**config.mk**
```make
export PLATFORM = sky130hd
export DESIGN_NAME = rmp_cordic_cell
export DESIGN_NICKNAME = d
export VERILOG_FILES = /design/src/rtl/rmp_pkg.sv /design/src/rtl/rmp_cordic_cell.sv
export SDC_FILE = /design/constraint.sdc
export NUM_CORES = 1
export LEC_CHECK = 0
export BUFFER_PORTS_ARGS = -buffer_cell sky130_fd_sc_hd__buf_2
export CORE_UTILIZATION = 45
export CTS_CLUSTER_SIZE = 40
export DETAILED_ROUTE_END_ITERATION = 6
export HOLD_SLACK_MARGIN = 0.15
export SYNTH_ARGS = -nofsm -noshare
export SYNTH_HDL_FRONTEND = slang
export SYNTH_SLANG_ARGS = --single-unit
```
**constraint.sdc**
```tcl
create_clock -name clk_i -period 15 [get_ports clk_i]
set_input_delay 1.5 -clock clk_i [delete_from_list [all_inputs] [get_ports clk_i]]
set_output_delay 1.5 -clock clk_i [all_outputs]
set_load 0.005 [all_outputs]
```
**src/rtl/rmp_pkg.sv**
```systemverilog
// ----------------------------------------------------------------------------
// rmp_pkg: shared types and constants of the radar measurement prediction core
// Holds the stage record types, the arctangent table and fixed-point limits.
// ----------------------------------------------------------------------------
package rmp_pkg;

  localparam int DataW     = 32;
  localparam int FracBits  = 16;
  localparam int BearW     = FracBits + 3;
  localparam int AngFrac   = 30;
  localparam int CordSteps = 31;
  localparam int SqrtSteps = 32;
  localparam int DivSteps  = 64;
  localparam int CxW       = 45;
  localparam int CzW       = 35;
  localparam int NormBit   = 40;

  localparam logic signed [CzW-1:0] PiQ30 = 35'sd3373259426;
  localparam int RndShift = AngFrac - FracBits;
  localparam logic signed [CzW-1:0] RndHalf = 35'sd1 <<< (RndShift - 1);
  localparam logic signed [CzW-1:0] BearLim = (PiQ30 + RndHalf) >>> RndShift;

  // Stage index of each part of the pipeline.
  localparam int StSqrt0 = 4;
  localparam int StDiv0  = StSqrt0 + SqrtSteps;
  localparam int StOut   = StDiv0 + DivSteps;

  typedef struct packed {
    logic [63:0] n;
    logic [63:0] res;
  } sqrt_t;

  typedef struct packed {
    logic signed [CxW-1:0] x;
    logic signed [CxW-1:0] y;
    logic signed [CzW-1:0] z;
  } cordic_t;

  typedef struct packed {
    logic [DataW-1:0] dvs;
    logic [DataW-1:0] rem;
    logic [63:0]      dvd;
    logic [63:0]      quo;
  } div_t;

  typedef struct packed {
    logic [63:0] dmag;
    logic        dneg;
  } dot_t;

  typedef struct packed {
    logic [BearW-1:0] bear;
    logic [DataW-1:0] rng;
    logic             dneg;
  } side_t;

  // Truncated atan(2^-i) in Q2.30.
  function automatic logic [31:0] atan_lut(input logic [4:0] i);
    logic [31:0] a;
    case (i)
      5'd0:  a = 32'h3243F6A8;
      5'd1:  a = 32'h1DAC6705;
      5'd2:  a = 32'h0FADBAFC;
      5'd3:  a = 32'h07F56EA6;
      5'd4:  a = 32'h03FEAB76;
      5'd5:  a = 32'h01FFD55B;
      5'd6:  a = 32'h00FFFAAA;
      5'd7:  a = 32'h007FFF55;
      5'd8:  a = 32'h003FFFEA;
      5'd9:  a = 32'h001FFFFD;
      5'd10: a = 32'h000FFFFF;
      5'd11: a = 32'h0007FFFF;
      5'd12: a = 32'h0003FFFF;
      5'd13: a = 32'h0001FFFF;
      5'd14: a = 32'h0000FFFF;
      5'd15: a = 32'h00007FFF;
      5'd16: a = 32'h00003FFF;
      5'd17: a = 32'h00001FFF;
      5'd18: a = 32'h00000FFF;
      5'd19: a = 32'h000007FF;
      5'd20: a = 32'h000003FF;
      5'd21: a = 32'h000001FF;
      5'd22: a = 32'h000000FF;
      5'd23: a = 32'h0000007F;
      5'd24: a = 32'h0000003F;
      5'd25: a = 32'h0000001F;
      5'd26: a = 32'h0000000F;
      5'd27: a = 32'h00000008;
      5'd28: a = 32'h00000004;
      5'd29: a = 32'h00000002;
      5'd30: a = 32'h00000001;
      default: a = 32'h00000000;
    endcase
    return a;
  endfunction

endpackage

```
**src/rtl/rmp_cordic_cell.sv**
```systemverilog
// ----------------------------------------------------------------------------
// rmp_cordic_cell: one vectoring step of the bearing CORDIC
// Rotates the vector toward the x axis and accumulates the angle.
// ----------------------------------------------------------------------------
module rmp_cordic_cell import rmp_pkg::*; (
  input  logic       clk_i,
  input  logic       en_i,
  input  logic [4:0] step_i,
  input  cordic_t    data_i,
  output cordic_t    data_o
);

  cordic_t               data_d;
  cordic_t               data_q;
  logic signed [CxW-1:0] xs;
  logic signed [CxW-1:0] ys;
  logic signed [CzW-1:0] ang;

  // Clockwise rotation while y is above zero.
  always_comb begin
    xs  = data_i.x >>> step_i;
    ys  = data_i.y >>> step_i;
    ang = $signed({{(CzW-32){1'b0}}, atan_lut(step_i)});
    if (data_i.y > 0) begin
      data_d.x = data_i.x + ys;
      data_d.y = data_i.y - xs;
      data_d.z = data_i.z + ang;
    end else begin
      data_d.x = data_i.x - ys;
      data_d.y = data_i.y + xs;
      data_d.z = data_i.z - ang;
    end
  end

  always_ff @(posedge clk_i) begin
    if (en_i) begin
      data_q <= data_d;
    end
  end

  assign data_o = data_q;

endmodule

```
* Yosys cells after proc, flatten, opt, wreduce, memory -nomap -nowiden
Memory sizes are Yosys's and may differ from the RTL's. Cells that the tools add are included. Widths: inputs -> output; s select.
Storage, ports and cells: bits in registers 125, memory bits (read-only) 960, input port bits 132, logic and storage cells 14, memories 1
Operators by class: add/subtract/negate cells 6, magnitude comparators 1, shift operators 2, muxes and demuxes 1
Memories:
- (no name shown) | depth 32, bits a word 30, read ports 1, clocked after memory_dff 0, wr ports 0, line rmp_pkg.sv:60 | case (i)
Operators with widths (number):
- $mux 125 | 1
- $add 45x45->45 | 2
- $sshr 45x5->45 | 2
- $sub 45x45->45 | 2
- $gt 45x1->1 const B | 1
- $add 35x33->35 | 1
- $sub 35x33->35 | 1

* Logic depth before layout (Yosys ltp)
Gate-level depths: netlist of run 1.
depth after elaboration 3, depth in mapped cells 29, depth with buffers taken out 24

* Worst setup path after synthesis of run 1
Ideal clock, no wire load.
kind in2reg, start point in step_i[1], end point reg data_q, in the netlist data_o[34] (data pin), setup time 0.260 ns, data arrival time 7.288 ns, data required time 14.740 ns, slack 7.452 ns, stages on the path 28, path through buf_2 inv_1 buf_2 buf_1 buf_1 clkbuf_1 ha_1 a21boi_0 o22ai_1 and2_1 and3_1 and2_1 a31oi_1 buf_2 xnor2_1 ha_1 clkbuf_1 a21o_1 a21o_1 a21o_1 a221o_1 a21oi_1 a31oi_1 a211oi_1 nor3_1 a21o_1 a21oi_1 xnor2_1
RTL lines:
- start: declaration | line rmp_cordic_cell.sv:8 | input logic [4:0] step_i,
- end signal: assignment | line rmp_cordic_cell.sv:37 | data_q <= data_d;
- end: declaration | line rmp_cordic_cell.sv:14 | cordic_t data_q;

==> results by group, run 1 <==
Power
  – PD cells: 95.1 nW/um2
  – Lkg Pwr: 9.28 nW
  – Max IR drop VDD: 0.0689 mV

Global route
  – Grt ovf: 0
  – Pin count of the biggest net entering global routing: 75
  – Number of global-route vias before repair: 19.8k
  – Antenna violations before repair: 2
  – GRT Total Usage: 35.8%
  – First-pass GRT wire length: 127000 um

Route
  – DRC viols: 0
  – DR vias/cell: 6.81
  – WL per Instance: 27.7 um
  – Drt total wl: 86200 um
  – Via count: 21.2k
  – Initial DRC Count: 2554
  – Post-route ant nets: 0
  – DR pass1 iterations: 6

Critical path
  – WP data arrival: 9.57 ns
  – Setup CP Type: in2reg
  – Crit end category: flip-flop
  – Launch point of the worst path: step_i[0]
  – Startpoint types: input pin
  – CP Cell Sequence: clkbuf_8, buf_4, mux4_2, mux2_2, a221oi_1, and3b_1, nand4_1, or2_2, o21ai_0, xor2_1, ha_1, a21o_1, a31o_2, a221oi_1, nand3b_1, o221ai_1, o311ai_0, a21oi_1, o221ai_1, a21oi_1, o21ai_0, xor2_1
  – Worst Path Required: 15.23 ns
  – Slowest stage delay, CP: 0.86 ns
  – Critical-path maximum fanout: 61
  – Critical path's slowest cell: a221oi_1

Die
  – Die Height: 218 um
  – Die Wd: 218 um
  – IO Pins: 257
  – Core ar.: 45800 um2
  – Die area: 47700 um2
  – Row count: 78
  – Initial Util: 46.1%

Clock network
  – Htree depth: 4
  – Post-cts resize count: 0
  – Clk slew on worst S/H paths: 0.06 ns
  – Clock root cell: clkbuf_16
  – CTS max path bufs: 2
  – CTS tree: done
  – Hold-fix buffers, CTS: 0
  – CTS Sinks: 125
  – Total CTS buffers: 17
  – Post-CTS setup buffers: 0

Timing
  – Crit share post-route: 62.3%
  – F_max: 107 MHz
  – Final hold violations: 0
  – Fin. max-slew vios: 0
  – RSZ-0062 raised after global routing: no
  – Final setup violating endpoints: 0
  – Min Tclk post-route: 9.34 ns
  – TNS Setup: 0 ns
  – Worst Max-Slew Pin Slew: 1.23 ns
  – Worst slew margin: 17.2%

Logic synthesis
  – Synthesized flop and latch total: 125
  – Ys async rst share: 0%
  – Netlist cell types: 97
  – Synth warn: 0
  – Cell Area, Synth: 21100 um2
  – Avg Cell Area, Syn: 8.91 um2
  – Net Count, Synth: 2648
  – Cells after Synth: 2368
  – Sequential area share after synthesis: 17.8%
  – Synth Flop Type: edfxtp_1
  – Post-synth EDFFs: 125

Placement
  – GP Congestion: 1.03
  – Number of port buffers: 256
  – Final HPWL DP: 65300 um

Layout
  – Number of fillers in the final layout: 4322
  – Finished Core Util: 50.6%
  – Share of cells above drive strength 1: 21.9%
  – Nets: 2784
  – Max reg flops: 125
  – Synthesis-to-layout area growth: 9.82%

Worst hold path
  – Worst hold path type: in2reg
  – Hold path start: data_i[35]

Job
  – Max-cap viol count: 0

Outcome
  – Run status: finished clean
stage by stage:
| step | worst slack, ns | instance area, um2 | power (mW) | cells | hold slack, ns |
|---|---|---|---|---|---|
| 6_report | 5.66 | 23200 | 2.20 | 3118 | 1.38 |
| 5_1_grt | 5.27 | 23200 | 2.33 | 3117 | 1.37 |
| 4_1_cts | 5.86 | 23200 | 2.19 | 3117 | 1.35 |
| 3_5_place_dp | 5.34 | 22600 | 1.79 | 3085 | 1.87 |
| 3_3_place_gp | 5.41 | 22600 | 1.78 | 3084 | 1.88 |
| 2_1_floorplan | 7.45 | 21100 | 1.38 | 2368 | 1.61 |
cell families (layout without fill, tap and decap cells):
logic type,count (synthesis),in the layout,share of synthesized area (%)
other cells,0,1,0
fa+ha+maj,148,148,8.89
simple gates,656,656,15.5
buf+inv,224,373,4.67
compound gates,708,708,22.2
mux,292,292,22.0
flops,125,125,17.8
xor+xnor,215,215,8.93
area by class of cell:
class / count / area [um2] / area share, %
timing repair buffer: 287 / 1540 / 6.64
clock buffer: 17 / 425 / 1.84
sequential: 125 / 3750 / 16.2
antenna: 1 / 2.50 / 0.0108
tap: 600 / 751 / 3.24
clock inverter: 15 / 114 / 0.492
inverter: 54 / 204 / 0.881
multi-input combinational: 2019 / 16400 / 70.7
synth_stat cells, types with 50 or more instances:
master	n	area [um2]
mux2i_1	96	961
mux4_2	131	2950
nor2_1	190	713
xor2_1	78	683
ha_1	145	1810
clkbuf_1	93	349
a21oi_1	207	1040
edfxtp_1	125	3750
nand2_1	162	608
inv_1	50	188
xnor2_1	137	1200
nand3_1	53	265
a21o_1	70	526
mux2_2	57	642
o21ai_0	114	571
worst max-delay path: cells and delay by family:
kind                     cells  cell delay [ns]
AO/OA/AOI/OAI               11             3.82
XOR/XNOR                     2             0.44
adder cells (fa/ha/maj)      1             0.35
buffers and inverters        2             1.25
multiplexers                 2             0.98
AND/OR/NAND/NOR              4             1.10
routing by layer:
| metal | vias to the layer above | part of all wire [%] | GRT usage [%] |
|---|---|---|---|
| met4 | 2 | 4.3 | 16.1 |
| li1 | 9411 | - | - |
| met1 | 10300 | 42 | 48.4 |
| met3 | 218 | 9.9 | 7.42 |
| met2 | 1290 | 44 | 54.7 |
| met5 | - | 0.0093 | 0 |
final timing paths:
check	to	cells past startpoint	slack (ns)
hold / removal	data_o[35]	2	1.38
setup / recovery	data_o[118]	22	5.66
cells in the final DEF (no fill, tap or decap), drive strengths merged, types with 10 or more instances in the layout:
master / instances
nor4: 21
nand2b: 33
a22oi: 12
o22ai: 20
mux4: 131
nor2b: 24
a31oi: 29
o21bai: 16
a41oi: 10
a211oi: 35
and2: 26
nand4: 25
xor2: 78
inv: 56
clkbuf: 18
a21oi: 208
mux2i: 96
or3: 10
o21a: 28
nor2: 190
nand3b: 10
nand2: 162
xnor2: 137
a21o: 70
buf: 285
o311ai: 11
o31ai: 14
o21ai: 117
edfxtp: 125
ha: 145
o211ai: 16
a221oi: 19
nand3: 53
or2: 13
and3: 11
nor3: 46
mux2: 65
report_power, final:
part           switching (mW)  total (mW)  internal (mW)
sequential             0.0221       0.549          0.527
clock                   0.181       0.393          0.211
combinational           0.746        1.26          0.513
(Power assumes the default switching activity.)
==> run 2, diff against run 1 <==
--- a/config.mk
+++ b/config.mk
@@ -10,6 +10,7 @@
 export CTS_CLUSTER_SIZE = 40
 export DETAILED_ROUTE_END_ITERATION = 6
 export HOLD_SLACK_MARGIN = 0.15
+export PLACE_DENSITY = 0.67
 export SYNTH_ARGS = -nofsm -noshare
 export SYNTH_HDL_FRONTEND = slang
 export SYNTH_SLANG_ARGS = --single-unit
==> constraint.sdc (replaced) <==
create_clock -name clk_i -period 7.8 [get_ports clk_i]
set_input_delay 0.78 -clock clk_i [delete_from_list [all_inputs] [get_ports clk_i]]
set_output_delay 0.78 -clock clk_i [all_outputs]
set_load 0.005 [all_outputs]
==> results by group, run 2 (same netlist as run 1, synthesis figures left out) <==
Layout
  – Commonest non-fill, non-tap cell in the layout: buf_2
  – Max reg flops: 125
  – Commonest cells after routing, fill and taps aside: buf_2, a21oi_1, buf_4
  – Share of cells above drive strength 1: 27.0%
  – Nets: 2960
  – ANT cells: 0
  – Synthesis-to-layout area growth: 16.6%
  – Number of fillers in the final layout: 4251

Clock network
  – Clk slew on worst S/H paths: 0.07 ns
  – Hold-fix buffers, CTS: 0
  – Htree depth: 4
  – CTS Sinks: 125
  – Post-cts resize count: 0
  – CTS tree: done
  – Post-CTS setup buffers: 0
  – CTS max path bufs: 2
  – Total CTS buffers: 17
  – Clock root cell: clkbuf_16

Outcome
  – Run status: finished clean

Timing
  – Fin. max-slew vios: 0
  – Worst Max-Slew Pin Slew: 0.986 ns
  – TNS Setup: 0 ns
  – Min Tclk post-route: 7.28 ns
  – Worst slew margin: 33.4%
  – Final hold violations: 0
  – RSZ-0062 raised after global routing: no
  – Worst setup margin: 0.520 ns
  – Final setup violating endpoints: 0
  – F_max: 137 MHz
  – Crit share post-route: 93.3%
  – Smallest hold slack: 0.655 ns

Global route
  – GRT Total Usage: 36.3%
  – Met2 usage: 56.9%
  – Number of global-route vias before repair: 21.0k
  – Most used routing layer: met2
  – Grt ovf: 0
  – Met3 usage: 6.93%
  – Pin count of the biggest net entering global routing: 67
  – Antenna violations before repair: 1
  – Met1 Usage GRT: 48.2%
  – First-pass GRT wire length: 130000 um

Die
  – Row count: 78
  – Core ar.: 45800 um2
  – Die area: 47700 um2
  – Die Wd: 218 um
  – Initial Util: 46.1%
  – Die Height: 218 um
  – IO Pins: 257

Route
  – Post-route ant nets: 0
  – Via count: 21.9k
  – WL per Instance: 26.4 um
  – Drt total wl: 86900 um
  – Initial DRC Count: 2380
  – DR pass1 iterations: 6
  – DR vias/cell: 6.64
  – DRC viols: 0

Critical path
  – Launch point of the worst path: step_i[0]
  – Crit end category: flip-flop
  – Setup CP Type: in2reg
  – Worst Path Required: 8.05 ns
  – WP data arrival: 7.53 ns
  – Critical-path maximum fanout: 55
  – Startpoint types: input pin

Worst hold path
  – WHS Path Cells: 2
  – Worst hold path type: in2reg
  – Hold path start: data_i[35]

Job
  – Max-cap viol count: 0

Power
  – Max IR drop VDD: 0.160 mV
  – PD cells: 180 nW/um2
  – Lkg Pwr: 10.2 nW

Placement
  – Pre-CTS setup slack: 0.206 ns
  – Final HPWL DP: 68300 um
  – Number of port buffers: 256
  – GP Congestion: 1.02
[run 2: final timing paths]
path | to | slack, ns
max | data_o[124] | 0.52
min | data_o[35] | 0.66
[run 2: power breakdown]
group          internal [mW]  switching (mW)  total [mW]
Clock                  0.438           0.349       0.787
Sequential              1.01          0.0450        1.06
Combinational           1.12            1.46        2.58
[run 2: routing by layer]
metal / up-vias / wire length [um]
li1: 9754 / -
met1: 10700 / 35900
met2: 1226 / 39100
met3: 195 / 7940
met4: 2 / 3900
met5: - / 34
[run 2: cell type report]
type / instances / area (um2) / share of cell area (%)
Sequential cell: 125 / 3750 / 15.3
Tap cell: 600 / 751 / 3.05
Clock inverter: 15 / 138 / 0.560
Multi-Input combinational cell: 2019 / 16400 / 66.5
Inverter: 54 / 203 / 0.824
Clock buffer: 17 / 425 / 1.73
Timing Repair Buffer: 463 / 2970 / 12.1
[run 2: through the flow]
stage	power, mW	utilization [%]	cell area, um2	std cells
after global placement	3.57	52.5	24000	3261
after floorplan	2.66	-	21100	2368
after CTS	4.42	53.7	24600	3293
after detailed placement	3.60	52.5	24000	3261
final	4.43	53.7	24600	3293
after global routing	4.69	53.7	24600	3293
[run 2: critical path, stage by stage]
cell and delay [ns]:
buf_6 0.45, buf_4 0.29, mux4_2 0.55, mux2i_1 0.16, o22ai_1 0.12, a221oi_1 0.60, buf_4 0.23, nand2_1 0.06
or2_2 0.29, buf_4 0.16, or2_2 0.33, o21ai_0 0.20, xor2_1 0.10, ha_1 0.31, buf_4 0.14, nand3_1 0.15
nor4_1 0.43, o311ai_0 0.36, nand2_1 0.15, o221ai_1 0.14, buf_4 0.19, o31ai_1 0.40, a211oi_1 0.19, nand2b_1 0.25
o21ai_0 0.19, a21oi_1 0.10, xnor2_1 0.12
