<file path="config.mk">
export PLATFORM = sky130hd
export DESIGN_NAME = rmp_sqrt_cell
export DESIGN_NICKNAME = d
export VERILOG_FILES = /design/src/rtl/rmp_pkg.sv /design/src/rtl/rmp_sqrt_cell.sv
export SDC_FILE = /design/constraint.sdc
export NUM_CORES = 1
export LEC_CHECK = 0
export ABC_AREA = 0
export BUFFER_PORTS_ARGS = -buffer_cell sky130_fd_sc_hd__buf_2
export CORE_ASPECT_RATIO = 0.7
export CORE_MARGIN = 5
export CORE_UTILIZATION = 30
export DETAILED_ROUTE_END_ITERATION = 16
export GPL_TIMING_DRIVEN = 0
export HOLD_SLACK_MARGIN = 0.1
export SKIP_LAST_GASP = 1
export SLEW_MARGIN = 20
export SYNTH_ARGS = -nofsm -noshare
export SYNTH_HDL_FRONTEND = slang
export SYNTH_SLANG_ARGS = --single-unit
</file>
<file path="constraint.sdc">
create_clock -name clk_i -period 16.2 [get_ports clk_i]
set_clock_uncertainty 0.1 [all_clocks]
set_input_delay 2.43 -clock clk_i [delete_from_list [all_inputs] [get_ports clk_i]]
set_output_delay 2.43 -clock clk_i [all_outputs]
set_load 0.01 [all_outputs]
</file>
<file path="src/rtl/rmp_pkg.sv">
// ----------------------------------------------------------------------------
// rmp_pkg: shared types and constants of the radar measurement prediction core
// Holds the stage record types, the arctangent table and fixed-point limits.
// ----------------------------------------------------------------------------
package rmp_pkg;

  localparam int DataW     = 32;
  localparam int FracBits  = 16;
  localparam int BearW     = FracBits + 3;
  localparam int AngFrac   = 30;
  localparam int CordSteps = 31;
  localparam int SqrtSteps = 32;
  localparam int DivSteps  = 64;
  localparam int CxW       = 45;
  localparam int CzW       = 35;
  localparam int NormBit   = 40;

  localparam logic signed [CzW-1:0] PiQ30 = 35'sd3373259426;
  localparam int RndShift = AngFrac - FracBits;
  localparam logic signed [CzW-1:0] RndHalf = 35'sd1 <<< (RndShift - 1);
  localparam logic signed [CzW-1:0] BearLim = (PiQ30 + RndHalf) >>> RndShift;

  // Stage index of each part of the pipeline.
  localparam int StSqrt0 = 4;
  localparam int StDiv0  = StSqrt0 + SqrtSteps;
  localparam int StOut   = StDiv0 + DivSteps;

  typedef struct packed {
    logic [63:0] n;
    logic [63:0] res;
  } sqrt_t;

  typedef struct packed {
    logic signed [CxW-1:0] x;
    logic signed [CxW-1:0] y;
    logic signed [CzW-1:0] z;
  } cordic_t;

  typedef struct packed {
    logic [DataW-1:0] dvs;
    logic [DataW-1:0] rem;
    logic [63:0]      dvd;
    logic [63:0]      quo;
  } div_t;

  typedef struct packed {
    logic [63:0] dmag;
    logic        dneg;
  } dot_t;

  typedef struct packed {
    logic [BearW-1:0] bear;
    logic [DataW-1:0] rng;
    logic             dneg;
  } side_t;

  // Truncated atan(2^-i) in Q2.30.
  function automatic logic [31:0] atan_lut(input logic [4:0] i);
    logic [31:0] a;
    case (i)
      5'd0:  a = 32'h3243F6A8;
      5'd1:  a = 32'h1DAC6705;
      5'd2:  a = 32'h0FADBAFC;
      5'd3:  a = 32'h07F56EA6;
      5'd4:  a = 32'h03FEAB76;
      5'd5:  a = 32'h01FFD55B;
      5'd6:  a = 32'h00FFFAAA;
      5'd7:  a = 32'h007FFF55;
      5'd8:  a = 32'h003FFFEA;
      5'd9:  a = 32'h001FFFFD;
      5'd10: a = 32'h000FFFFF;
      5'd11: a = 32'h0007FFFF;
      5'd12: a = 32'h0003FFFF;
      5'd13: a = 32'h0001FFFF;
      5'd14: a = 32'h0000FFFF;
      5'd15: a = 32'h00007FFF;
      5'd16: a = 32'h00003FFF;
      5'd17: a = 32'h00001FFF;
      5'd18: a = 32'h00000FFF;
      5'd19: a = 32'h000007FF;
      5'd20: a = 32'h000003FF;
      5'd21: a = 32'h000001FF;
      5'd22: a = 32'h000000FF;
      5'd23: a = 32'h0000007F;
      5'd24: a = 32'h0000003F;
      5'd25: a = 32'h0000001F;
      5'd26: a = 32'h0000000F;
      5'd27: a = 32'h00000008;
      5'd28: a = 32'h00000004;
      5'd29: a = 32'h00000002;
      5'd30: a = 32'h00000001;
      default: a = 32'h00000000;
    endcase
    return a;
  endfunction

endpackage

</file>
<file path="src/rtl/rmp_sqrt_cell.sv">
// ----------------------------------------------------------------------------
// rmp_sqrt_cell: one digit of the integer square root
// Tries one root bit against the remainder and registers the new pair.
// ----------------------------------------------------------------------------
module rmp_sqrt_cell import rmp_pkg::*; (
  input  logic       clk_i,
  input  logic       en_i,
  input  logic [4:0] digit_i,
  input  sqrt_t      data_i,
  output sqrt_t      data_o
);

  sqrt_t       data_d;
  sqrt_t       data_q;
  logic [63:0] bit_w;
  logic [63:0] trial;

  // Root bit weight is 4^digit.
  always_comb begin
    bit_w = 64'd1 << {digit_i, 1'b0};
    trial = data_i.res + bit_w;
    if (data_i.n >= trial) begin
      data_d.n   = data_i.n - trial;
      data_d.res = (data_i.res >> 1) + bit_w;
    end else begin
      data_d.n   = data_i.n;
      data_d.res = data_i.res >> 1;
    end
  end

  always_ff @(posedge clk_i) begin
    if (en_i) begin
      data_q <= data_d;
    end
  end

  assign data_o = data_q;

endmodule

</file>
After elaboration in Yosys (flattened, before gate mapping):

Cells that the tools add are included.

* input port bits: 135
* register bits: 128
* logic and storage cells: 9

* order comparisons: 1
* muxes and demuxes: 1
* add/subtract/negate cells: 3
* shift-type cells: 1

Operator list (number)
* 128-bit 2-to-1 mux: 1
* 63-bit by 64-bit adder with 64-bit output: 1
* 64-bit adder: 1
* 64-bit greater-or-equal comparator: 1
* 1-bit by 6-bit << shifter with 64-bit output (first input constant): 1
* 64-bit subtractor: 1

Longest topological paths before layout:

Gate-level depths: netlist (run 1).

* depth after elaboration: 4
* mapped depth: 29
* mapped depth without buffers: 26

Least setup slack after synthesis (run 1):

OpenSTA, ideal clock, no wires.

* path kind: in2reg
* start point: in digit_i[0]
* end point: reg data_q, in the netlist data_o[127] (data pin)
* setup slack: 8276 ps
* cell stages on the path: 24
* library setup time: 262 ps
* data arrival time: 7563 ps
* cells stage by stage: buf_6 -> or3_1 -> nor2_1 -> ha_1 -> a21oi_1 -> o21bai_1 -> nor2b_1 -> o311ai_2 -> a2111oi_2 -> nor4_2 -> or4b_2 -> xor2_1 -> ha_1 -> a21oi_1 -> o21ai_0 -> a221o_1 -> a221oi_1 -> o21ai_0 -> a21oi_1 -> o211ai_1 -> a211oi_1 -> o21ai_0 -> xnor2_1 -> o21ai_0

RTL lines
* from (decl): line rmp_sqrt_cell.sv:8 `input logic [4:0] digit_i,`
* to (signal assigned): line rmp_sqrt_cell.sv:33 `data_q <= data_d;`
* to (decl): line rmp_sqrt_cell.sv:14 `sqrt_t data_q;`

==> results of run 1 <==
-- stage by stage --
stage / utilization, % / setup WS (ns) / power [µW] / area [µm²] / hold slack [ns]
finish: 35.9 / 6.89 / 1290 / 16600 / 2.18
global route: 35.9 / 6.54 / 1360 / 16600 / 2.17
CTS: 35.9 / 7.13 / 1300 / 16600 / 2.14
detailed placement: 34.7 / 6.63 / 916 / 16100 / 2.64
global placement: 34.6 / 6.65 / 916 / 16000 / 2.63
floorplan: - / 8.28 / 727 / 14000 / 2.44
-- cell families (layout without fill, tap and decap cells) --
logic type / count (synthesis) / after routing
simple gates: 621 / 621
xor+xnor: 183 / 183
mux: 2 / 2
buf+inv: 104 / 393
other cells: 0 / 7
flops: 128 / 128
compound gates: 561 / 561
fa+ha+maj: 128 / 128
-- cells in the final DEF (no fill, tap or decap), types with 62 or more instances in the layout --
master,netlist,layout
nor2_1,203,203
xor2_1,80,80
xnor2_1,103,103
nand2_1,213,213
edfxtp_1,128,128
o21ai_0,116,116
buf_2,17,272
ha_1,126,126
a21oi_1,172,172
a31oi_1,62,62
-- final cells by class --
class	count	share of cell area [%]
multi-input combinational	1495	58.1
sequential	128	23.1
timing repair buffer	257	7.91
tap	612	4.61
clock buffer	17	2.56
buffer	69	2.03
inverter	35	0.790
clock inverter	15	0.745
antenna	7	0.105
-- per-layer routing --
layer | vias to the layer above | part of all wire, %
met4 | 0 | 2.1
met5 | - | 0
li1 | 6933 | -
met1 | 6762 | 50
met2 | 637 | 41
met3 | 77 | 6.8
-- path summary, 6_finish.rpt --
check	endpoint	cells past startpoint
setup / recovery	data_o[36]$_DFFE_PP_	28
hold / removal	data_o[122]$_DFFE_PP_	2
-- power by group through the flow --
stage	clock, µW	combinational [µW]	sequential (µW)
after global placement	0	474	442
after CTS	382	479	435
after global routing	394	527	438
after floorplan	0	265	462
after detailed placement	0	475	441
final	368	484	434
==> metrics.txt, run 1 <==
status complete, no violations; row cnt 66; actual slew at the worst max-slew pin 1.01 ns; DRC violation total after the first TritonRoute iteration 1632; # DRC 0; Ys Warns 0; starting density of the core 30.2%; Top Family by Delay on Critical Path compound AO/OA/AOI/OAI gates; critical path buffer and inverter count 5; Worst Path Arrival 9.34 ns; Clk pwr share 28.7%; final net count 2265; library cells used by synthesis 86; critical path fanouts, max 10; Post-Synth XOR/XNOR Area 11.5%; largest net degree at the start of global routing 77; sw frac 38.5%; M3 GR Usage 3.59%; met2 Use GR 29.3%; post-CTS sizing 0; Setup crit end kind register; RSZ-0062 raised after global routing no; Most used DFF post-synth edfxtp_1; placed insts 2596; #FFs+latches synth 128; H-Tree Level Count 4; worst vdd ir 0.0000777 V; Total Die Area 51100 µm²; main combinational cell family by area after synthesis compound AO/OA/AOI/OAI gates; M1 GR Usage 31.4%; HP Class input port to register; GP Congestion 0.958; GRT Total Usage 20.5%; Async S/R FF share, synth 0%; register clock-pin slew on the reported worst setup and hold paths 0.06 ns; clk buf depth 2; DP Wirelength 45.2 mm; total number of vias 14409; post-synth top area share 27.5%; total gr overflow 0; TritonCTS Sinks 128; Achievable Freq 107 MHz; Die Wd 268 µm; chip height 191 µm; initial antenna violation count 8; cell chosen for the clock root clkbuf_16; Sequential Area 3840 µm²; Max-cap violations 0; global-route wire length before repair 80.4 mm; minimum clock period 9.31 ns; hold path startpoint data_i[122]; filler instances 4864; P_sw 495 µW; synth-to-layout area growth 18.9%; Period Utilization, post-route 57.5%; I/O Buffers 256; global route hottest layer met1; slew margin rel. 32.9%; Final Hold Fails 0; CTS tree done; syn nets 1989; I/O pins 263; most instantiated cells after synthesis nand2_1 (213), nor2_1 (203), a21oi_1 (172), edfxtp_1 (128), ha_1 (126); first-pass iteration count of the detailed router 5; WS Path Type input port to register; Non-Filler Instances 2635; Critical Path Source digit_i[2]; register area share after synthesis 27.5%; Largest register FFs 128; critical path required time 16.23 ns; Reg power frac 33.7%; share of cells above drive strength 1 18.5%; TNS Setup 0 ns; CTS Buf Count 17; Compound-Gate Fraction of Synth Area 25.4%; Synth area leaders edfxtp_1 (28%), ha_1 (11%), xnor2_1 (6.5%); post-synthesis adder-cell area fraction 11.5%; area of the core 46200 µm²; Post-CTS Setup Repair Bufs 0; EDFF count, synth 128; crit start category input port; Internal 791 µW; Via density 5.47; Synth Area in Simple Gates 20.5%; P_leak 0.00660 µW; Routed wire per std cell 20.7 µm; most numerous cell in the Yosys netlist nand2_1; Final setup viols 0; Worst path slowest cell clkbuf_1; Syn Area/Cell 8.09 µm²; number of global-route vias before repair 13365; power share of the combinational group 37.6%; Power Density 77.4 nW/µm²; area of the multi-input gates 9660 µm²; Final Max Tran Viols 0; mux cell area share after synthesis 0.161%; area leader, netlist edfxtp_1; final WL 54.6 mm; Post-Syn Area 14000 µm²; Syn Inst Count 1727; post-route ant nets 0; post-cts hold buffer count 0; slowest stage delay, CP 0.71 ns
No activity file was read; power rests on OpenSTA's default activity.
==> run 2: changes to the inputs <==
==> constraint.sdc (replaced) <==
create_clock -name clk_i -period 7.6 [get_ports clk_i]
set_clock_uncertainty 0.1 [all_clocks]
set_input_delay 1.14 -clock clk_i [delete_from_list [all_inputs] [get_ports clk_i]]
set_output_delay 1.14 -clock clk_i [all_outputs]
set_load 0.01 [all_outputs]
==> run 2 against run 1 <==
Sequential power is 110% higher. Sequential share of layout area decreased by 0.094 points. Setup slack lost 6.6 ns. Global-route usage hardly changed. Via count is 1.1% lower. Combinational power rose by 110%.
==> metrics.txt, run 2 (synthesis gave the netlist of run 1 again) <==
Via density 5.41; CTS Buf Count 17; critical path required time 7.69 ns; P_sw 1050 µW; initial antenna violation count 8; crit start category input port; # DRC 0; DP Wirelength 45.2 mm; chip height 191 µm; Final setup viols 0; total number of vias 14247; Total Die Area 51100 µm²; I/O pins 263; HP Class input port to register; Largest register FFs 128; Max-cap violations 0; Power Density 165 nW/µm²; Die Wd 268 µm; minimum clock period 7.34 ns; power share of the combinational group 37.8%; DRC violation total after the first TritonRoute iteration 1599; RSZ-0062 raised after global routing no; first-pass iteration count of the detailed router 5; GP Congestion 0.958; post-route ant nets 0; Internal 1690 µW; register clock-pin slew on the reported worst setup and hold paths 0.07 ns; status complete, no violations; CTS tree done; WS Path Type input port to register; sw frac 38.4%; actual slew at the worst max-slew pin 0.664 ns; post-cts hold buffer count 0; slew margin rel. 55.5%; area of the core 46200 µm²; cell chosen for the clock root clkbuf_16; I/O Buffers 256; Routed wire per std cell 20.7 µm; Setup crit end data_o[103]$_DFFE_PP_; global-route wire length before repair 80.5 mm; fin worst setup slack 0.265 ns; Final Max Tran Viols 0; Non-Filler Instances 2634; GRT Total Usage 20.6%; starting density of the core 30.2%; largest net degree at the start of global routing 77; post-place setup slack -0.683 ns; number of global-route vias before repair 13377; TritonCTS Sinks 128; M1 GR Usage 31.4%; Clk pwr share 28.5%; row cnt 66; Final Hold Fails 0; H-Tree Level Count 4; Reg power frac 33.7%; final net count 2264; worst vdd ir 0.000165 V; M3 GR Usage 3.51%; placed insts 2596; Critical Path Source digit_i[3]; share of cells above drive strength 1 19.1%; P_leak 0.00664 µW; total gr overflow 0; synth-to-layout area growth 19.4%; critical path fanouts, max 10; DP Area 16100 µm²; met2 Use GR 29.4%; Setup crit end kind register; Achievable Freq 136 MHz; most common cell after layout, fill and taps aside buf_2; global route hottest layer met1; final WL 54.6 mm; clk buf depth 2; Worst Path Arrival 7.43 ns; Design Area, Final 16700 µm²; filler instances 4863; most frequent cells in the layout buf_2 (269), nand2_1 (213), nor2_1 (203), a21oi_1 (171), edfxtp_1 (128); Period Utilization, post-route 96.5%
run 2: cell count changes in the layout (fill, tap and decap cells not counted), sizes merged:
cell,change
buf,-1
run 2: area by class of cell:
| type | instances | area, µm² | share of cell area, % |
|---|---|---|---|
| sequential | 128 | 3840 | 23.0 |
| timing repair buffer | 258 | 1320 | 7.93 |
| multi-input combinational | 1495 | 9700 | 58.1 |
| inverter | 35 | 131 | 0.787 |
| buffer | 67 | 358 | 2.14 |
| tap | 612 | 766 | 4.59 |
| antenna | 7 | 17.5 | 0.105 |
| clock buffer | 17 | 425 | 2.55 |
| clock inverter | 15 | 124 | 0.742 |
run 2: what timing repair did:
| action | CTS | global route |
|---|---|---|
| hold endpoints to repair | 0 | 0 |
| setup endpoints to repair | 39 | 128 |
| gates resized for setup | 8 | 25 |
| pin swaps | 0 | 4 |
| setup buffers | 0 | 1 |
run 2: power groups by stage:
stage / logic, µW / registers [µW] / clock network, µW
after global placement: 1010 / 943 / 0
final: 1040 / 925 / 784
after floorplan: 565 / 985 / 0
after global routing: 1130 / 934 / 840
after detailed placement: 1010 / 940 / 0
after CTS: 1020 / 927 / 814
run 2: worst min path at each step:
stage,startpoint,to,slack (ns),cells after the start
floorplan,en_i,data_o[0]$_DFFE_PP_,1.15,0
global placement,data_i[85],data_o[85]$_DFFE_PP_,1.34,3
detailed placement,data_i[85],data_o[85]$_DFFE_PP_,1.35,3
CTS,data_i[122],data_o[122]$_DFFE_PP_,0.85,2
global route,data_i[122],data_o[122]$_DFFE_PP_,0.88,2
finish,data_i[124],data_o[124]$_DFFE_PP_,0.89,3
run 2: metal layers:
metal	vias up	share of wire (%)
li1	6933	-
met1	6668	50
met2	585	41
met3	61	6.6
met4	0	2.0
met5	-	0
run 2: stage by stage:
step	utilization, %	TNS, ns	total power, µW	hold WS, ns
floorplan	-	0	1550	1.15
global placement	34.6	-38.67	1950	1.34
detailed placement	34.7	-49.37	1950	1.35
CTS	35.9	-0.0507	2760	0.850
global route	36.1	0	2910	0.879
finish	36.1	0	2750	0.890
run 2: critical path, cell delays in order:
cell and delay [ns]:
buf_4 0.16, or3b_4 0.42, nor2_1 0.19, ha_1 0.23, nand2_1 0.08, or3_1 0.35
or3_1 0.36, a2111oi_2 0.43, or3b_4 0.25, a311o_4 0.25, a311oi_2 0.12, a211oi_2 0.22
buf_4 0.17, xnor2_1 0.21, ha_1 0.31, clkbuf_1 0.24, a21oi_1 0.29, o21a_1 0.18
o21ai_0 0.17, a21oi_1 0.19, o21ai_0 0.10, a21oi_1 0.31, o41a_1 0.20, buf_2 0.20
clkbuf_4 0.31, nand2_1 0.10, o21ai_0 0.20
==> run 3: changes to the inputs <==
--- a/config.mk
+++ b/config.mk
@@ -6,11 +6,12 @@
 export NUM_CORES = 1
 export LEC_CHECK = 0
 export ABC_AREA = 0
-export BUFFER_PORTS_ARGS = -buffer_cell sky130_fd_sc_hd__buf_2
 export CORE_ASPECT_RATIO = 0.7
 export CORE_MARGIN = 5
 export CORE_UTILIZATION = 30
+export CTS_BUF_LIST = sky130_fd_sc_hd__clkbuf_8
 export DETAILED_ROUTE_END_ITERATION = 16
+export DONT_BUFFER_PORTS = 1
 export GPL_TIMING_DRIVEN = 0
 export HOLD_SLACK_MARGIN = 0.1
 export SKIP_LAST_GASP = 1
==> run 3 against run 2 <==
Die area unchanged. Via count down 6.0%. Maximum frequency increased by 0.33%. Worst hold slack lost 0.25 ns. Total power shrank 10%. Global-route usage is 0.12 points higher. Combinational power fell by 22%. First-iteration DRC count down 15%. Critical endpoint is now data_o[127]$_DFFE_PP_. Largest cell class unchanged. Highest routed layer unchanged.
==> metrics.txt, run 3 (synthesis gave the netlist of run 1 again) <==
CTS Buf Count 17; Period Utilization, post-route 96.2%; CTS tree done; fin worst setup slack 0.289 ns; starting density of the core 30.2%; Final Max Tran Viols 0; initial antenna violation count 0; DP Wirelength 44.8 mm; Clk pwr share 26.5%; Core Util, Final 32.9%; synth-to-layout area growth 8.87%; H-Tree Level Count 4; TritonCTS Sinks 128; crit start category input port; chip height 191 µm; GRT Total Usage 20.7%; largest net degree at the start of global routing 129; Final setup viols 0; most frequent cells in the layout nand2_1 (213), nor2_1 (203), a21oi_1 (171), edfxtp_1 (128), ha_1 (126); Reg power frac 40.6%; global-route wire length before repair 79.9 mm; Internal 1520 µW; I/O pins 263; I/O Buffers 0; RSZ-0062 raised after global routing no; Worst Path Arrival 7.48 ns; cell chosen for the clock root clkbuf_8; Power Density 162 nW/µm²; first-pass iteration count of the detailed router 5; Final Hold Fails 0; actual slew at the worst max-slew pin 0.959 ns; Largest register FFs 128; Power Total 2460 µW; P_leak 0.00554 µW; slew margin rel. 35.2%; sw frac 38.3%; post-place setup slack -0.738 ns; clk buf depth 2; total gr overflow 0; Routed wire per std cell 23.0 µm; worst vdd ir 0.0000792 V; Total Die Area 51100 µm²; power share of the combinational group 32.9%; P_sw 943 µW; post-route ant nets 0; Post-CTS Setup Repair Bufs 0; WS Path Type input port to register; Setup crit end kind register; # DRC 0; total number of vias 13393; final WL 54.6 mm; most common cell after layout, fill and taps aside nand2_1; row cnt 66; Hold Crit Depth 0; Die Wd 268 µm; Max-cap violations 0; status complete, no violations; # diodes 0; Achievable Freq 137 MHz; final net count 2007; TNS Setup 0 ns; minimum clock period 7.31 ns; area of the core 46200 µm²; GP Congestion 0.944; critical path required time 7.77 ns; HP Class input port to register; Hold Worst Slack 0.641 ns; share of cells above drive strength 1 7.11%; critical path fanouts, max 10; DRC violation total after the first TritonRoute iteration 1357; number of global-route vias before repair 12710; register clock-pin slew on the reported worst setup and hold paths 0.09 ns; Via density 5.65
-- run 3: repair_timing --
action | CTS | global route
hold buffers | 0 | 0
setup endpoints to repair | 15 | 128
pin swaps | 0 | 1
gates resized for setup | 6 | 24
-- run 3: area by class of cell --
type,count,area [µm²]
inverters,35,131
multi-input cells,1495,9690
well taps,612,766
clock buffers,17,234
fillers,4902,31000
plain buffers,68,359
clock inverters,15,185
flip-flops and latches,128,3840
-- run 3: worst paths after layout --
kind	from	endpoint	slack [ns]
min	en_i	data_o[77]$_DFFE_PP_	0.64
max	digit_i[0]	data_o[127]$_DFFE_PP_	0.29
-- run 3: stage by stage --
step / cells / area [µm²]
5_1_grt: 2370 / 15200
6_report: 2370 / 15200
3_3_place_gp: 2339 / 14700
3_5_place_dp: 2339 / 14700
4_1_cts: 2371 / 15200
2_1_floorplan: 1727 / 14000
-- run 3: critical path, stage by stage --
cell	delay [ns]
buf_6	0.13
or3_1	0.45
nor2_1	0.23
ha_1	0.32
a21oi_1	0.07
o21bai_1	0.16
nor2b_1	0.18
o311ai_2	0.16
a2111oi_4	0.42
nor4_2	0.11
or4b_2	0.69
xor2_1	0.26
ha_1	0.36
a21oi_1	0.21
o21ai_0	0.16
a221o_1	0.34
a221oi_1	0.37
o21ai_0	0.14
a21oi_1	0.36
o211ai_1	0.25
a211oi_2	0.48
o21ai_0	0.22
xnor2_1	0.17
o21ai_0	0.09
-- run 3: power groups by stage --
stage / clock, µW / sequential [µW] / combinational [µW]
after floorplan: 0 / 985 / 565
after global placement: 0 / 1020 / 783
after detailed placement: 0 / 1020 / 786
after CTS: 674 / 1000 / 795
after global routing: 709 / 1010 / 892
final: 651 / 998 / 810
-- run 3: layer usage --
| metal | vias up | share of wire [%] | track usage [%] |
|---|---|---|---|
| met5 | - | 0 | 0 |
| met4 | 0 | 3.6 | 7.68 |
| met3 | 110 | 9.9 | 6.64 |
| met2 | 616 | 40 | 28.7 |
| met1 | 6266 | 47 | 29.7 |
| li1 | 6401 | - | - |
