## src/rtl/rmp_pkg.sv

```systemverilog
// ----------------------------------------------------------------------------
// rmp_pkg: shared types and constants of the radar measurement prediction core
// Holds the stage record types, the arctangent table and fixed-point limits.
// ----------------------------------------------------------------------------
package rmp_pkg;

  localparam int DataW     = 32;
  localparam int FracBits  = 16;
  localparam int BearW     = FracBits + 3;
  localparam int AngFrac   = 30;
  localparam int CordSteps = 31;
  localparam int SqrtSteps = 32;
  localparam int DivSteps  = 64;
  localparam int CxW       = 45;
  localparam int CzW       = 35;
  localparam int NormBit   = 40;

  localparam logic signed [CzW-1:0] PiQ30 = 35'sd3373259426;
  localparam int RndShift = AngFrac - FracBits;
  localparam logic signed [CzW-1:0] RndHalf = 35'sd1 <<< (RndShift - 1);
  localparam logic signed [CzW-1:0] BearLim = (PiQ30 + RndHalf) >>> RndShift;

  // Stage index of each part of the pipeline.
  localparam int StSqrt0 = 4;
  localparam int StDiv0  = StSqrt0 + SqrtSteps;
  localparam int StOut   = StDiv0 + DivSteps;

  typedef struct packed {
    logic [63:0] n;
    logic [63:0] res;
  } sqrt_t;

  typedef struct packed {
    logic signed [CxW-1:0] x;
    logic signed [CxW-1:0] y;
    logic signed [CzW-1:0] z;
  } cordic_t;

  typedef struct packed {
    logic [DataW-1:0] dvs;
    logic [DataW-1:0] rem;
    logic [63:0]      dvd;
    logic [63:0]      quo;
  } div_t;

  typedef struct packed {
    logic [63:0] dmag;
    logic        dneg;
  } dot_t;

  typedef struct packed {
    logic [BearW-1:0] bear;
    logic [DataW-1:0] rng;
    logic             dneg;
  } side_t;

  // Truncated atan(2^-i) in Q2.30.
  function automatic logic [31:0] atan_lut(input logic [4:0] i);
    logic [31:0] a;
    case (i)
      5'd0:  a = 32'h3243F6A8;
      5'd1:  a = 32'h1DAC6705;
      5'd2:  a = 32'h0FADBAFC;
      5'd3:  a = 32'h07F56EA6;
      5'd4:  a = 32'h03FEAB76;
      5'd5:  a = 32'h01FFD55B;
      5'd6:  a = 32'h00FFFAAA;
      5'd7:  a = 32'h007FFF55;
      5'd8:  a = 32'h003FFFEA;
      5'd9:  a = 32'h001FFFFD;
      5'd10: a = 32'h000FFFFF;
      5'd11: a = 32'h0007FFFF;
      5'd12: a = 32'h0003FFFF;
      5'd13: a = 32'h0001FFFF;
      5'd14: a = 32'h0000FFFF;
      5'd15: a = 32'h00007FFF;
      5'd16: a = 32'h00003FFF;
      5'd17: a = 32'h00001FFF;
      5'd18: a = 32'h00000FFF;
      5'd19: a = 32'h000007FF;
      5'd20: a = 32'h000003FF;
      5'd21: a = 32'h000001FF;
      5'd22: a = 32'h000000FF;
      5'd23: a = 32'h0000007F;
      5'd24: a = 32'h0000003F;
      5'd25: a = 32'h0000001F;
      5'd26: a = 32'h0000000F;
      5'd27: a = 32'h00000008;
      5'd28: a = 32'h00000004;
      5'd29: a = 32'h00000002;
      5'd30: a = 32'h00000001;
      default: a = 32'h00000000;
    endcase
    return a;
  endfunction

endpackage

```

## src/rtl/rmp_div_cell.sv

```systemverilog
// ----------------------------------------------------------------------------
// rmp_div_cell: one quotient bit of the restoring divider
// Shifts in the next dividend bit and subtracts the divisor when it fits.
// ----------------------------------------------------------------------------
module rmp_div_cell import rmp_pkg::*; (
  input  logic clk_i,
  input  logic en_i,
  input  div_t data_i,
  output div_t data_o
);

  div_t           data_d;
  div_t           data_q;
  logic [DataW:0] part;

  // The remainder stays below the divisor, so one extra bit is enough.
  always_comb begin
    part       = {data_i.rem, data_i.dvd[63]};
    data_d.dvs = data_i.dvs;
    data_d.dvd = {data_i.dvd[62:0], 1'b0};
    if (part >= {1'b0, data_i.dvs}) begin
      data_d.rem = DataW'(part - {1'b0, data_i.dvs});
      data_d.quo = {data_i.quo[62:0], 1'b1};
    end else begin
      data_d.rem = part[DataW-1:0];
      data_d.quo = {data_i.quo[62:0], 1'b0};
    end
  end

  always_ff @(posedge clk_i) begin
    if (en_i) begin
      data_q <= data_d;
    end
  end

  assign data_o = data_q;

endmodule

```

## config.mk

```make
export PLATFORM = sky130hd
export DESIGN_NAME = rmp_div_cell
export DESIGN_NICKNAME = d
export VERILOG_FILES = /design/src/rtl/rmp_pkg.sv /design/src/rtl/rmp_div_cell.sv
export SDC_FILE = /design/constraint.sdc
export NUM_CORES = 1
export LEC_CHECK = 0
export BUFFER_PORTS_ARGS = -buffer_cell sky130_fd_sc_hd__buf_4
export CORE_AREA = 2 2 182 113
export CTS_CLUSTER_DIAMETER = 200
export DETAILED_ROUTE_END_ITERATION = 8
export DIE_AREA = 0 0 184 115
export GPL_TIMING_DRIVEN = 0
export PLACE_DENSITY = 0.76
export RECOVER_POWER = 25
export SLEW_MARGIN = 5
export SYNTH_ARGS = -nofsm -noshare
export SYNTH_HDL_FRONTEND = slang
export SYNTH_SLANG_ARGS = --single-unit
```

## constraint.sdc

```tcl
create_clock -name clk_i -period 2.7 [get_ports clk_i]
set_clock_uncertainty 0.05 [all_clocks]
set_input_delay 0.27 -clock clk_i [delete_from_list [all_inputs] [get_ports clk_i]]
set_output_delay 0.27 -clock clk_i [all_outputs]
set_load 0.02 [all_outputs]
```

; ---- Yosys cells after proc, flatten, opt, wreduce, memory -nomap -nowiden
; Cells that the tools add are included.
[word_totals]
out_inout_bits = 192
in_bits = 194
wordCells = 8
regBits = 191
[classes]
muxes = 2
magnitude_cmp = 1
n_addsub = 1
[op_table]
columns = cell, n
row1 = $ge 33x32->1, 1
row2 = $mux 32, 1
row3 = $sub 32x32->32, 1
row4 = $mux 1, 1

; ---- Logic depth before layout (Yosys ltp)
; Gate-level depths: netlist of run 1.
[logic_depth]
ltp_word = 2
mapped_depth = 13
depth_no_buf = 11

; ---- Worst setup path before layout of run 1
; OpenSTA, ideal clock, no wires.
[synth_timing]
path_kind = in2reg
from = input port data_i[183] (netlist bit)
to = register data_q, in the netlist data_o[132] (data pin)
required_time_ns = 2.390
path_buffers = 2
slack_ns = 0.028
cell_stages = 11
setup_time_ns = 0.260
arrival_time_ns = 2.362
path_cell_list = inv_1 ha_1 buf_6 and3_1 o21a_1 a311oi_2 o21ai_1 or3b_1 o21a_1 buf_6 mux2_4
[synth_lines]
columns = item, line
row1 = start: declaration, rmp_div_cell.sv:8  ; input div_t data_i,
row2 = end signal: assignment, rmp_div_cell.sv:32  ; data_q <= data_d;
row3 = end: declaration, rmp_div_cell.sv:13  ; div_t data_q;

==> impl_metrics.yaml, run 1 <==
sta:
  finalHoldViolCount: 0
  slew_headroom_pct: 46.6
  finalCriticalPeriod_ps: 2610
  slew_viol_final: 0
  fmax_mhz: 383
  rsz0062_at_grt: "yes"
  setup_viol: 0
  worst_pin_slew_ps: 801
  period_share_pct: 96.8
  hold_slack_ps: 101
logic_synthesis:
  synth-edff-count: 191
  ys_seq_area_share_pct: 71.0
  synth_warnings: 0
  synthCells: 552
  synthArstFlopShare_pct: 0
  syn_nets: 779
  syn_area_mm2: 0.00807
  synth_seq_cells: 191
  syn_area_per_cell_um2: 14.6
  synthFlopType: "edfxtp_1"
  synth.distinct_cells: 50
setup_path:
  critPathMaxFanout: 10
  critPathLaunch: "data_i[178]"
  crit_end: "data_o[154]"
  arrival_ps: 2740
  crit_type: "input port to flop"
  start_kind: "input port"
  required_ps: 2820
  endpoint_kind: "flop"
clock_network:
  cts.path.max_buffers: 2
  clk_pin_slew_ps: 70
  htreeDepth: 4
  numCtsBuffers: 17
  cts.sink_count: 191
  cts_tree: "built"
  clk_root_buffer_cell: "clkbuf_16"
routing:
  drt_first_pass_iters: 5
  drt_iter0_drc: 482
  num_vias: 6803
  drc: 0
  routed_via_density: 4.92
  detail-route-antenna-nets: 0
  drt_wl_total_um: 28000
  wl_per_cell_um: 20.3
floorplan:
  die_y_um: 115
  start_util_pct: 41.4
  die_width_um: 184
  dieArea_mm2: 0.0212
  num_rows: 40
  ioPinCount: 386
  core_mm2: 0.0195
layout:
  design_area_mm2: 0.0136
  largest_reg_flops: 191
  drive_gt1_share_pct: 39.6
  final_cell_mix: "buf_4, edfxtp_1, dlygate4sd3_1, clkbuf_4, a21oi_1"
  mostFrequentLayoutCell: "buf_4"
  area_growth_pct: 68.7
  fin_nets: 1342
  postLayoutCoreUtil_pct: 69.8
placement:
  portBuffers: 383
  hpwl_um: 17900
  place_area_mm2: 0.0113
  gp_congestion: 0.849
pwr:
  p_leak_nw: 5.85
  p_per_area_mw_per_mm2: 629
  ir_worst_vdd_uv: 456
status:
  outcome: "finished, final reports clean"
grt:
  grt_pass1_vias: 6918
  grt_antenna_before_repair: 2
  grt_max_degree: 103
  gr-total-overflow: 0
  grt_pass1_wl_um: 40400
  grt_usage_pct: 25.8
job:
  max_cap_viol_count: 0
worst_hold_path:
  min_path_type: "input port to flop"
## cells in the mapped netlist (3+ instances only)
| library cell | number | share of area, % |
|---|---|---|
| nor3_1 | 3 | 0.19 |
| o21bai_1 | 5 | 0.46 |
| a211oi_1 | 3 | 0.28 |
| o21ai_1 | 4 | 0.25 |
| nand3_1 | 8 | 0.50 |
| buf_2 | 5 | 0.31 |
| a21oi_1 | 54 | 3.3 |
| nand4_1 | 8 | 0.62 |
| xnor2_1 | 16 | 1.7 |
| nand2_1 | 24 | 1.1 |
| a21o_1 | 8 | 0.74 |
| mux2_4 | 8 | 1.5 |
| a2111oi_0 | 3 | 0.33 |
| edfxtp_1 | 191 | 71 |
| buf_6 | 5 | 0.70 |
| ha_1 | 32 | 5.0 |
| inv_1 | 46 | 2.1 |
| o21a_1 | 6 | 0.56 |
| and2_1 | 3 | 0.23 |
| xor2_1 | 10 | 1.1 |
| nor2_1 | 37 | 1.7 |
| nand2b_1 | 7 | 0.54 |
| o21ai_0 | 17 | 1.1 |
| o31ai_1 | 7 | 0.65 |
| clkbuf_1 | 6 | 0.28 |
## power breakdown
group,switching (W),internal (W)
Combinational,0.00105,0.000940
Sequential,0.0000916,0.00359
Clock,0.00121,0.00168
## worst max-delay path, cell delays in order
cell      delay, ps
clkbuf_1        100
inv_1            60
ha_1            270
clkbuf_1        180
a21oi_1         190
o21ai_1         100
a311oi_2        330
o21ai_2         120
or3b_1          350
o21a_1          230
buf_12          170
buf_6           150
o31ai_1          80
o21ai_1         120
## kinds of logic after synthesis
logic type	Yosys count	synth area share [%]
XOR/XNOR	26	2.82
AND/OR/NAND/NOR	107	6.48
other	1	0.0464
flip-flops	191	71.0
buffers and inverters	64	3.61
AO/OA/AOI/OAI	120	9.07
multiplexers	10	1.74
adder cells (fa/ha/maj)	33	5.21
## layout make-up
cell class              instances  area, µm²
diodes                          2       5.00
plain buffers                  17        130
clock buffers                  17        425
clock inverters                15        250
fillers                      1368       5890
inverters                      46        173
multi-input cells             297       2120
flip-flops and latches        191       5740
well taps                     252        315
repair buffers                545       4470
## repair_timing
action | CTS | global route
resized for setup | 0 | 23
endpoints found under the hold margin | 158 | 0
setup endpoints to repair | 9 | 32
hold buffers | 158 | 0
pin swaps | 2 | 4
setup buffers | 2 | 1
## how the worst min path moves through the flow
stage | start | end | slack, ps | cells after the start
6_report | data_i[157] | data_o[158] | 100 | 2
5_1_grt | data_i[158] | data_o[159] | 80 | 2
4_1_cts | data_i[158] | data_o[159] | 80 | 2
3_5_place_dp | data_i[46] | data_o[47] | 400 | 1
3_3_place_gp | data_i[48] | data_o[49] | 400 | 1
2_1_floorplan | data_i[99] | data_o[100] | 320 | 0
## per-layer routing
metal  up-vias  share of wire [%]  track usage, %  wire (µm)
met4         0                2.8            9.39        773
met5         -                  0               0          0
met1      3279                 40            31.3      11300
li1       3192                  -               -          -
met3        46                7.2            7.57       2010
met2       286                 50            44.3      14000
## per-stage QoR
step / TNS [ps] / total power, W / setup slack (ps) / instances
2_1_floorplan: 0 / 0.00461 / 27.9 / 552
3_3_place_gp: -11970 / 0.00545 / -501 / 1187
3_5_place_dp: -12950 / 0.00548 / -492 / 1188
4_1_cts: 0 / 0.00853 / 10.8 / 1380
5_1_grt: -80.2 / 0.00887 / -20.7 / 1380
6_report: 0 / 0.00857 / 86.3 / 1382
Note: power is estimated with default switching activity, not from simulation.
==> inputs of run 2 (changes only) <==
--- a/config.mk
+++ b/config.mk
@@ -8,8 +8,8 @@
 export BUFFER_PORTS_ARGS = -buffer_cell sky130_fd_sc_hd__buf_4
-export CORE_AREA = 2 2 182 113
+export CORE_AREA = 2 2 151 153
 export CTS_CLUSTER_DIAMETER = 200
 export DETAILED_ROUTE_END_ITERATION = 8
-export DIE_AREA = 0 0 184 115
+export DIE_AREA = 0 0 153 155
 export GPL_TIMING_DRIVEN = 0
-export PLACE_DENSITY = 0.76
+export PLACE_DENSITY = 0.66
 export RECOVER_POWER = 25
==> constraint.sdc (replaced) <==
create_clock -name clk_i -period 3.05 [get_ports clk_i]
set_clock_uncertainty 0.05 [all_clocks]
set_input_delay 0.305 -clock clk_i [delete_from_list [all_inputs] [get_ports clk_i]]
set_output_delay 0.305 -clock clk_i [all_outputs]
set_load 0.1 [all_outputs]
==> impl_metrics.yaml, run 2 (synthesis gave the netlist of run 1 again) <==
floorplan:
  die_y_um: 155
  die_width_um: 153
  dieArea_mm2: 0.0237
  num_rows: 55
  core_mm2: 0.0222
  ioPinCount: 386
  start_util_pct: 36.3
pwr:
  swShare_pct: 41.0
  pwr-share-clk_pct: 26.5
  combPwrFrac_pct: 36.6
  p_seq_share_pct: 36.9
  p_int_w: 0.00521
  p_leak_nw: 5.84
  ir_worst_vdd_uv: 443
  p_per_area_mw_per_mm2: 650
  p_sw_w: 0.00362
layout:
  fin_nets: 1338
  postLayoutCoreUtil_pct: 61.1
  drive_gt1_share_pct: 40.1
  area_growth_pct: 68.2
  largest_reg_flops: 191
  mostFrequentLayoutCell: "buf_4"
  final_cell_mix: "buf_4, edfxtp_1, dlygate4sd3_1, clkbuf_4, a21oi_1"
  design_area_mm2: 0.0136
clock_network:
  clk_root_buffer_cell: "clkbuf_16"
  cts_tree: "built"
  clk_pin_slew_ps: 80
  cts.sink_count: 191
  numCtsBuffers: 17
  cts.path.max_buffers: 2
  htreeDepth: 4
routing:
  detail-route-antenna-nets: 0
  num_vias: 6813
  wl_per_cell_um: 20.6
  drt_wl_total_um: 29000
  routed_via_density: 4.83
  drc: 0
  drt_first_pass_iters: 5
  drt_iter0_drc: 341
grt:
  grt_usage_pct: 23.6
  gr-total-overflow: 0
  grt_pass1_vias: 6823
  grt_max_degree: 119
  grt_antenna_before_repair: 5
  grt_pass1_wl_um: 41700
placement:
  portBuffers: 383
  place_area_mm2: 0.0113
  gp_congestion: 0.846
  hpwl_um: 19800
sta:
  period_share_pct: 98.9
  finalCriticalPeriod_ps: 3020
  setup_viol: 0
  slew_headroom_pct: -35.0
  worst_pin_slew_ps: 2020
  finalHoldViolCount: 0
  tns_ps: 0
  fmax_mhz: 332
  slew_viol_final: 74
setup_path:
  start_kind: "input port"
  crit_type: "input port to flop"
  endpoint_kind: "flop"
  critPathMaxFanout: 10
  cpMostUsedCell: "a21oi_1"
  cp_slowest_stage_delay_ps: 540
  cp_cell_sequence: "dlygate4sd3_1, buf_4, inv_1, ha_2, a21oi_1, inv_1, a21oi_1, o21ai_1, or3b_1, o21a_1, buf_8, buf_6, nor2_2, a21oi_1"
  crit_slowest_cell: "dlygate4sd3_1"
  required_ps: 3170
  arrival_ps: 3130
job:
  max_cap_viol_count: 1
status:
  violations: "capacitance limit, slew limit"
  outcome: "finished with violations"
worst_hold_path:
  min_path_type: "input port to flop"
  hold_depth: 1
-- run 2: changes by cell type in the layout (fill, tap and decap cells not counted), moves of 3 or more --
cell / change
dlygate4sd3_1: -3
a21oi_2: -3
clkbuf_1: -5
buf_4: +64
clkbuf_4: -60
a21oi_1: +3
bufinv_16: -4
-- run 2: cell type report --
| type | instances | area (µm²) |
|---|---|---|
| Fill cell | 1694 | 8650 |
| Timing Repair Buffer | 540 | 4440 |
| Clock buffer | 17 | 425 |
| Clock inverter | 15 | 194 |
| Buffer | 18 | 123 |
| Sequential cell | 191 | 5740 |
| Inverter | 46 | 173 |
| Antenna cell | 1 | 2.50 |
| Multi-Input combinational cell | 297 | 2140 |
| Tap cell | 285 | 357 |
-- run 2: worst max-delay path: cells and delay by family --
family,cells,cell delay [ps]
compound gates,5,840
fa+ha+maj,1,310
buf+inv,6,1140
simple gates,2,520
-- run 2: power by group through the flow --
stage / combinational, W / sequential (W) / clock [W]
after floorplan: 0.000461 / 0.00507 / 0
after global placement: 0.00301 / 0.00331 / 0
after CTS: 0.00320 / 0.00325 / 0.00238
final: 0.00323 / 0.00326 / 0.00234
after detailed placement: 0.00303 / 0.00331 / 0
after global routing: 0.00333 / 0.00328 / 0.00248
-- run 2: per-layer routing --
metal	vias to the layer above	routed length, µm	global-route usage [%]	share of wire, %
met5	-	60	0	0.21
met4	8	1040	9.26	3.6
met3	60	2070	7.02	7.1
met2	303	14800	41.8	51
met1	3272	11000	26.9	38
li1	3170	-	-	-
-- run 2: stage by stage --
stage	instances	hold slack, ps	power (W)	worst slack (ps)
after floorplan	552	354	0.00553	343
after global routing	1409	87.4	0.00909	-17.4
after CTS	1408	1.02	0.00884	2.33
final	1410	116	0.00883	34.4
after global placement	1220	433	0.00631	-277
after detailed placement	1221	434	0.00633	-270
-- run 2: path summary, 6_finish.rpt --
check,from,end,slack (ps)
max,data_i[186],data_o[157],30
min,data_i[187],data_o[187],120
-- run 2: timing repair --
action	4_1_cts	5_1_grt
hold buffers	155	0
setup endpoints to repair	0	31
setup buffers	0	1
resized for setup	0	21
hold endpoints to repair	155	0
==> inputs of run 3 (changes only) <==
--- a/config.mk
+++ b/config.mk
@@ -15,3 +15,3 @@
 export RECOVER_POWER = 25
-export SLEW_MARGIN = 5
+export SLEW_MARGIN = 20
 export SYNTH_ARGS = -nofsm -noshare
@@ -19 +19,2 @@
 export SYNTH_SLANG_ARGS = --single-unit
+export TNS_END_PERCENT = 20
==> constraint.sdc (replaced) <==
create_clock -name clk_i -period 3.05 [get_ports clk_i]
set_clock_uncertainty 0.05 [all_clocks]
set_input_delay 0.1525 -clock clk_i [delete_from_list [all_inputs] [get_ports clk_i]]
set_output_delay 0.1525 -clock clk_i [all_outputs]
set_load 0.1 [all_outputs]
==> impl_metrics.yaml, run 3 (synthesis gave the netlist of run 1 again) <==
clock_network:
  cts_tree: "built"
  htreeDepth: 4
  clk_pin_slew_ps: 80
  clk_root_buffer_cell: "clkbuf_16"
  numCtsBuffers: 17
  cts.path.max_buffers: 2
  cts.sink_count: 191
routing:
  drt_wl_total_um: 28800
  detail-route-antenna-nets: 0
  drt_first_pass_iters: 5
  wl_per_cell_um: 20.1
  drc: 0
  routed_via_density: 4.75
  num_vias: 6789
  drt_iter0_drc: 406
sta:
  setup_viol: 0
  finalCriticalPeriod_ps: 2860
  finalHoldViolCount: 0
  fmax_mhz: 350
  hold_slack_ps: 15.1
  worst_pin_slew_ps: 2590
  slew_viol_final: 44
  rsz0062_at_grt: "no"
  period_share_pct: 93.7
  slew_headroom_pct: -72.3
grt:
  grt_usage_pct: 23.7
  grt_antenna_before_repair: 3
  grt_pass1_wl_um: 42000
  grt_pass1_vias: 6924
  gr-total-overflow: 0
  grt_max_degree: 88
pwr:
  p_per_area_mw_per_mm2: 640
  ir_worst_vdd_uv: 375
  p_leak_nw: 5.90
floorplan:
  start_util_pct: 36.3
  die_y_um: 155
  ioPinCount: 386
  core_mm2: 0.0222
  die_width_um: 153
  dieArea_mm2: 0.0237
  num_rows: 55
setup_path:
  start_kind: "input port"
  required_ps: 3190
  crit_type: "input port to flop"
  endpoint_kind: "flop"
  arrival_ps: 3000
  critPathMaxFanout: 7
layout:
  drive_gt1_share_pct: 39.0
  mostFrequentLayoutCell: "buf_4"
  register_area_mm2: 0.00574
  final_cell_mix: "buf_4, edfxtp_1, dlygate4sd3_1, clkbuf_4, a21oi_1"
  largest_reg_flops: 191
  stdcell_count: 1430
  area_growth_pct: 70.2
  fill_cells: 1667
  fin_nets: 1357
  multi_input_area_mm2: 0.00210
placement:
  place_inst: 1222
  hpwl_um: 19900
  portBuffers: 383
  gp_congestion: 0.846
worst_hold_path:
  min_path_type: "input port to flop"
status:
  outcome: "finished with violations"
  violations: "capacitance limit, slew limit"
job:
  max_cap_viol_count: 1
==> run 3: layer usage <==
metal  vias to the layer above  GRT usage, %  share of wire (%)
met4                         2          10.1                3.7
met3                        52          6.99                6.8
li1                       3232             -                  -
met2                       272          41.4                 51
met1                      3231          27.4                 38
met5                         -             0              0.059
==> run 3: worst max-delay path, stage by stage <==
cell and delay (ps):
dlygate4sd3_1 520, clkbuf_4 130, inv_1 40, ha_1 260, buf_2 170, a21oi_1 270, o21ai_0 160, o31ai_2 380
a21oi_2 90, buf_4 170, a211oi_1 280, xnor2_1 110, mux2_4 260
==> run 3: cell type report <==
type	instances	area share [%]
sequential	191	41.7
timing repair buffer	560	33.8
multi-input combinational	297	15.2
clock buffer	17	3.10
tap	285	2.59
clock inverter	15	1.34
inverter	46	1.26
buffer	17	0.856
antenna	2	0.0364
==> run 3: per-stage QoR <==
| stage | setup slack (ps) | total power [W] | util, % | setup TNS (ps) | area, µm² |
|---|---|---|---|---|---|
| 2_1_floorplan | 495 | 0.00553 | - | 0 | 8070 |
| 3_5_place_dp | -73.2 | 0.00633 | 51.1 | -73.2 | 11400 |
| 5_1_grt | 2.36 | 0.00907 | 61.8 | 0 | 13700 |
| 6_report | 193 | 0.00879 | 61.8 | 0 | 13700 |
| 4_1_cts | 13.6 | 0.00883 | 61.7 | 0 | 13700 |
| 3_3_place_gp | -125 | 0.00631 | 50.9 | -134 | 11300 |
==> run 3: final timing paths <==
| kind | slack (ps) | to | startpoint | depth (start not counted) |
|---|---|---|---|---|
| worst min-delay path | 20 | data_o[128] | data_i[127] | 3 |
| worst max-delay path | 190 | data_o[158] | data_i[173] | 13 |
==> run 3: timing repair <==
item	in CTS	in global routing
resized for setup	0	13
buffers inserted	0	2
hold buffers	173	0
setup endpoints to repair	0	28
endpoints found under the hold margin	173	0
==> run 3: where the power goes <==
part	switching [W]	total [W]	internal [W]	leakage, nW
Clock	0.00118	0.00230	0.00112	0.294
Sequential	0.0000784	0.00326	0.00318	1.87
Combinational	0.00239	0.00323	0.000847	3.74
